**src/sv/canvas_shape_rasterizer_assert.svh**
```systemverilog
// ----------------------------------------------------------------------------
// canvas shape rasterizer assertion macros
// concurrent checks used by the rasterizer rtl, empty in synthesis builds
// ----------------------------------------------------------------------------
`ifndef CANVAS_SHAPE_RASTERIZER_ASSERT_SVH
`define CANVAS_SHAPE_RASTERIZER_ASSERT_SVH

`ifndef SYNTHESIS
// property must hold at every clock edge outside reset
`define CSR_ASSERT(label, clk, rst_n, prop) \
	label: assert property (@(posedge clk) disable iff (!rst_n) (prop)) \
		else $error("csr assertion failed");
// consequent must hold in the cycle after the antecedent
`define CSR_ASSERT_NEXT(label, clk, rst_n, ante, cons) \
	label: assert property (@(posedge clk) disable iff (!rst_n) (ante) |=> (cons)) \
		else $error("csr assertion failed");
`else
`define CSR_ASSERT(label, clk, rst_n, prop)
`define CSR_ASSERT_NEXT(label, clk, rst_n, ante, cons)
`endif

`endif

```
**src/sv/csr_pkg.sv**
```systemverilog
// ----------------------------------------------------------------------------
// csr_pkg
// shared types, constants and shape geometry for the canvas shape rasterizer
// ----------------------------------------------------------------------------
`default_nettype none

package csr_pkg;

	localparam int COLS    = 64;
	localparam int ROWS    = 64;
	localparam int ROW_AW  = $clog2(ROWS);
	localparam int COL_AW  = $clog2(COLS);
	localparam int CFG_W   = 7;
	localparam int IN_W    = 48;
	localparam int OUT_W   = 72;

	localparam logic [CFG_W-1:0] MAX_WIDTH  = 7'd64;
	localparam logic [CFG_W-1:0] MAX_HEIGHT = 7'd64;

	// configuration register indexes
	localparam logic REG_WIDTH  = 1'b0;
	localparam logic REG_HEIGHT = 1'b1;

	// shape codes
	localparam logic [1:0] FUNC_LINE     = 2'd0;
	localparam logic [1:0] FUNC_SQUARE   = 2'd1;
	localparam logic [1:0] FUNC_TRIANGLE = 2'd2;
	localparam logic [1:0] FUNC_NONE     = 2'd3;

	// triangle orientations
	localparam logic [1:0] DIR_UP_LEFT    = 2'd0;
	localparam logic [1:0] DIR_DOWN_LEFT  = 2'd1;
	localparam logic [1:0] DIR_UP_RIGHT   = 2'd2;
	localparam logic [1:0] DIR_DOWN_RIGHT = 2'd3;

	typedef logic signed [9:0] coord_t;

	typedef struct packed {
		coord_t xa;
		coord_t ya;
		coord_t xb;
		coord_t yb;
	} line_ends_t;

	typedef enum logic [2:0] {
		ST_IDLE,
		ST_START,
		ST_SETUP,
		ST_STEP,
		ST_DRAIN,
		ST_READ,
		ST_LOAD,
		ST_ERROR
	} state_t;

	typedef struct packed {
		logic       load_cmd;
		logic       setup;
		logic       step;
		logic       row_clr;
		logic       rd_row;
		logic       ld_out;
		logic       err_out;
		logic [1:0] line_sel;
	} ctrl_cmd_t;

	typedef struct packed {
		logic zero_lines;
		logic ends_ok;
		logic at_end;
		logic last_line;
		logic row_last;
		logic out_free;
	} ctrl_sts_t;

	function automatic logic [2:0] line_count(input logic [1:0] func);
		logic [2:0] n;
		unique case (func)
			FUNC_LINE:     n = 3'd1;
			FUNC_SQUARE:   n = 3'd4;
			FUNC_TRIANGLE: n = 3'd3;
			default:       n = 3'd0;
		endcase
		return n;
	endfunction

	function automatic line_ends_t mk_line(input coord_t xa, input coord_t ya,
		input coord_t xb, input coord_t yb);
		line_ends_t l;
		l.xa = xa;
		l.ya = ya;
		l.xb = xb;
		l.yb = yb;
		return l;
	endfunction

	// end points of line k of a shape; e is the side length minus one
	function automatic line_ends_t line_ends(input logic [1:0] func, input logic [1:0] dir,
		input logic [1:0] k, input coord_t x, input coord_t y, input coord_t x2,
		input coord_t y2, input coord_t e);
		coord_t xp, xm, yp, ym;
		line_ends_t l;
		xp = x + e;
		xm = x - e;
		yp = y + e;
		ym = y - e;
		l = mk_line(x, y, x2, y2);
		unique case (func)
			FUNC_SQUARE: begin
				unique case (k)
					2'd0:    l = mk_line(xp, y, xp, yp);
					2'd1:    l = mk_line(x, yp, xp, yp);
					2'd2:    l = mk_line(x, y, x, yp);
					default: l = mk_line(x, y, xp, y);
				endcase
			end
			FUNC_TRIANGLE: begin
				unique case (dir)
					DIR_UP_LEFT: begin
						unique case (k)
							2'd0:    l = mk_line(x, y, xm, y);
							2'd1:    l = mk_line(x, y, x, ym);
							default: l = mk_line(xm, y, x, ym);
						endcase
					end
					DIR_DOWN_LEFT: begin
						unique case (k)
							2'd0:    l = mk_line(x, y, x, yp);
							2'd1:    l = mk_line(x, y, xm, y);
							default: l = mk_line(xm, y, x, yp);
						endcase
					end
					DIR_UP_RIGHT: begin
						unique case (k)
							2'd0:    l = mk_line(x, y, xp, y);
							2'd1:    l = mk_line(x, y, x, ym);
							default: l = mk_line(xp, y, x, ym);
						endcase
					end
					default: begin
						unique case (k)
							2'd0:    l = mk_line(xp, y, x, yp);
							2'd1:    l = mk_line(x, y, xp, y);
							default: l = mk_line(x, y, x, yp);
						endcase
					end
				endcase
			end
			default: l = mk_line(x, y, x2, y2);
		endcase
		return l;
	endfunction

endpackage

`default_nettype wire

```
**src/sv/csr_ctrl.sv**
```systemverilog
// ----------------------------------------------------------------------------
// csr_ctrl
// command sequencer: walks the lines of a shape, then the row readout or
// the error report
// ----------------------------------------------------------------------------
`default_nettype none

module csr_ctrl import csr_pkg::*; (
	input  wire logic      clk,
	input  wire logic      arst_n,
	input  wire logic      in_valid,
	output logic           in_ready,
	input  wire ctrl_sts_t sts,
	output ctrl_cmd_t      cmd
);

	state_t     state_q, state_d;
	logic [1:0] line_q, line_d;

	always_ff @(posedge clk or negedge arst_n) begin
		if (!arst_n) begin
			state_q <= ST_IDLE;
			line_q  <= 2'd0;
		end else begin
			state_q <= state_d;
			line_q  <= line_d;
		end
	end

	always_comb begin
		state_d      = state_q;
		line_d       = line_q;
		in_ready     = 1'b0;
		cmd          = '0;
		cmd.line_sel = line_q;
		unique case (state_q)
			ST_IDLE: begin
				in_ready = 1'b1;
				if (in_valid) begin
					cmd.load_cmd = 1'b1;
					line_d       = 2'd0;
					state_d      = ST_START;
				end
			end
			ST_START: begin
				state_d = sts.zero_lines ? ST_DRAIN : ST_SETUP;
			end
			ST_SETUP: begin
				if (sts.ends_ok) begin
					cmd.setup = 1'b1;
					state_d   = ST_STEP;
				end else begin
					state_d = ST_ERROR;
				end
			end
			ST_STEP: begin
				cmd.step = 1'b1;
				if (sts.at_end) begin
					if (sts.last_line) begin
						state_d = ST_DRAIN;
					end else begin
						line_d  = line_q + 2'd1;
						state_d = ST_SETUP;
					end
				end
			end
			ST_DRAIN: begin
				cmd.row_clr = 1'b1;
				state_d     = ST_READ;
			end
			ST_READ: begin
				if (sts.out_free) begin
					cmd.rd_row = 1'b1;
					state_d    = ST_LOAD;
				end
			end
			ST_LOAD: begin
				cmd.ld_out = 1'b1;
				state_d    = sts.row_last ? ST_IDLE : ST_READ;
			end
			ST_ERROR: begin
				if (sts.out_free) begin
					cmd.err_out = 1'b1;
					state_d     = ST_IDLE;
				end
			end
			default: state_d = ST_IDLE;
		endcase
	end

endmodule

`default_nettype wire

```
**config.mk**
```make
export PLATFORM = sky130hd
export DESIGN_NAME = csr_ctrl
export DESIGN_NICKNAME = d
export VERILOG_FILES = /design/src/sv/canvas_shape_rasterizer_assert.svh /design/src/sv/csr_pkg.sv /design/src/sv/csr_ctrl.sv
export SDC_FILE = /design/constraint.sdc
export NUM_CORES = 1
export LEC_CHECK = 0
export ABC_AREA = 1
export BUFFER_PORTS_ARGS = -buffer_cell sky130_fd_sc_hd__buf_4
export CAP_MARGIN = 5
export CELL_PAD_IN_SITES_DETAIL_PLACEMENT = 1
export CELL_PAD_IN_SITES_GLOBAL_PLACEMENT = 2
export CORE_MARGIN = 4
export CORE_UTILIZATION = 19
export DETAILED_ROUTE_END_ITERATION = 12
export GPL_TIMING_DRIVEN = 1
export HOLD_SLACK_MARGIN = 0.12
export MAX_ROUTING_LAYER = met4
export PLACE_DENSITY = 0.8
export SKIP_LAST_GASP = 1
export SYNTH_ARGS = -nofsm -noshare
export SYNTH_HDL_FRONTEND = slang
export SYNTH_SLANG_ARGS = --single-unit
```
**constraint.sdc**
```tcl
create_clock -name clk -period 1.3 [get_ports clk]
set_clock_uncertainty 0.15 [all_clocks]
set_input_delay 0.13 -clock clk [delete_from_list [all_inputs] [get_ports clk]]
set_output_delay 0.13 -clock clk [all_outputs]
set_load 0.005 [all_outputs]
```
==> results.toml <==
[detailed_routing]
drt-met1-wl_um = 798
wl_met3_um = 64
drt_iter0_drc = 10
top_layer_used = "met4"
wl_per_cell_um = 12.9
ant_nets = 0
routed-wl-met2_um = 996
dr.pass1.iters = 3
drc = 0
viasPerCell = 4.13
drt_wl_total_um = 1920
vias = 615

[synthesis]
syn_area_um2 = 433
synthDominantCellAreaShare = 0.289
synthFlopType = "dfrtp_1"
ys_seq_elements = 5
ys_seq_area_frac = 0.289
yosysTopAreaCell = "dfrtp_1"
syn_inst = 72
ys_warn_count = 0
netlist_top_cells_count = "14 x nor2_1, 13 x inv_1, 13 x nand2_1"
synth_area_per_cell_um2 = 6.01
synth.most_common_cell = "nor2_1"
syn_nets = 81
synth.area.top_cells = "dfrtp_1 29%, nor2_1 12%, inv_1 11%"
synth-edff-count = 0
postSynth.asyncResetShare = 1.00
ys_types = 14

[status]
status = "complete, but fails checks"
violations = "setup timing"

[sta]
drv_slew = 0
max-slew-margin-rel = 0.832
fin_ws_ns = -0.220
period_share = 1.17
min_period_ns = 1.52
rsz0062_at_grt = "yes"
hold_violations = 0
finalSetupViolCount = 13
worst_pin_slew_ns = 0.251
fmax_mhz = 658
hold_ws_ns = 0.0771
setup_tns_ns = -2.18

[setup_path]
cp_top_family = "flip-flops"
cpPeakStageDelay_ns = 0.42
worstPathRequired_ns = 1.02
crit_path_top_delay_cell = "dfrtp_1"
worstPathArrival_ns = 1.24
rrSetupSlack_ns = -0.18
critPathBufInv = 3
critPathLaunchType = "flip-flop"
r2r-start = "state_q[1]"
worstReg2RegEnd = "state_q[1]"
crit_path_max_fanout = 3
r2r_cells = 8
cp-end-kind = "output port"
critical_path.most_common_cell = "inv_2"
crit_chain = "inv_2 -> nand2_4 -> nor2_4 -> inv_2 -> nor2_2 -> buf_4"
path_class = "reg -> out"

[clock_network]
cts-buffers-inserted = 3
htree_num_levels = 1
clock_path_buffers = 2
path_clk_slew_ns = 0.04
cts_sinks = 5
cts_root_buf = "clkbuf_4"
cts_tree = "yes"
insertion_delay_ns = 0.25

[min_path]
hold_end = "state_q[2]"
hold_path_startpoint = "sts[0]"
whs_path_depth = 4
min_path_type = "in -> reg"

[floorplanning]
die_y_um = 55.7
core_um2 = 2190
rows = 17
start_util = 0.198
pin_count = 19
fp.dieW_um = 55.7
die_area_um2 = 3110

[place]
port_buffers = 18
gp_congestion = 0.752
place_area_um2 = 667
dpl_worst_slack_ns = -0.102
dp_hpwl_um = 1190

[cells_and_area]
layout-drive-gt1-share = 0.603
antennaDiodeCount = 0
design_area_um2 = 976
area_growth_syn_to_layout_pct = 125
finalNetCount = 131

[pwr]
p_per_area_nw_per_um2 = 2240
leakage_nw = 0.527
max-vdd-ir-drop_uv = 877

[grt]
grt_pass1_wl_um = 3130
antenna_found_initial = 0
grtUsageTotal = 0.134
globalRouteOverflowTotal = 0
grt_pass1_vias = 667
grt_max_degree = 6

[flow_run]
drv_cap = 0
-- stage by stage --
step                power, mW  cells   util
CTS                      1.93    145  0.412
detailed placement       1.26    127  0.304
global placement         1.23    127  0.304
global route             2.35    149  0.445
floorplan               0.806     72      -
finish                   2.19    149  0.445
-- cell type report --
| cell class | instances | area (um^2) |
|---|---|---|
| clock buffer | 4 | 26.3 |
| tap | 28 | 35.0 |
| sequential | 5 | 126 |
| inverter | 16 | 62.6 |
| multi-input combinational | 50 | 329 |
| timing repair buffer | 46 | 397 |
| fill | 285 | 1210 |
-- kinds of logic after synthesis --
family,share of synthesized area
buffers and inverters,0.165
and+or+nand+nor,0.503
AOI/OAI and AO/OA,0.0434
DFF,0.289
-- worst min-delay path: stages --
cell and delay (ns):
buf_4 0.08, inv_1 0.06, nand3_1 0.12, nand2_1 0.06
-- what timing repair did --
item | 4_1_cts | 5_1_grt
resized for setup | 24 | 13
endpoints found under the setup margin | 13 | 13
endpoints found under the hold margin | 7 | 0
hold buffers | 4 | 0
pin swaps | 9 | 8
buffers inserted | 10 | 5
-- routing by layer --
metal,up-vias,track usage
met2,16,0.223
met3,5,0.0116
met4,0,0.0833
met1,282,0.155
li1,312,-
met5,-,-
-- power by group --
part | internal, mW | switching, mW | leakage (nW)
logic | 0.882 | 0.811 | 0.450
registers | 0.222 | 0.0822 | 0.0628
clock network | 0.117 | 0.0744 | 0.0150
-- cells in the final DEF, fill, tap and decap left out, types with 2 or more instances in the layout --
cell type	netlist	final
nor2_1	14	10
nand2_4	0	3
nand3_4	0	2
buf_4	0	31
nand3_1	6	3
inv_2	3	5
buf_6	1	11
nand2_2	7	5
inv_1	13	10
nor2_4	0	5
nand2_1	13	12
dlygate4sd3_1	0	4
nor3_2	0	2
clkbuf_4	0	3
o21ai_0	2	2
nor2_2	3	2
dfrtp_1	5	4
-- state kept, by name, indices dropped and copies added (netlist names) --
register,cells
state_q,3
line_q,2
-- worst max-delay path by stage --
stage | to | slack, ns | startpoint | cells after the start
2_1_floorplan | line_q[1] | 0.008 | state_q[1] | 9
3_3_place_gp | line_q[1] | -0.05 | state_q[0] | 8
3_5_place_dp | line_q[1] | -0.10 | state_q[1] | 7
4_1_cts | cmd[8] | -0.23 | state_q[1] | 6
5_1_grt | cmd[8] | -0.28 | state_q[0] | 6
6_report | cmd[8] | -0.22 | state_q[0] | 6
(Power assumes the default switching activity.)
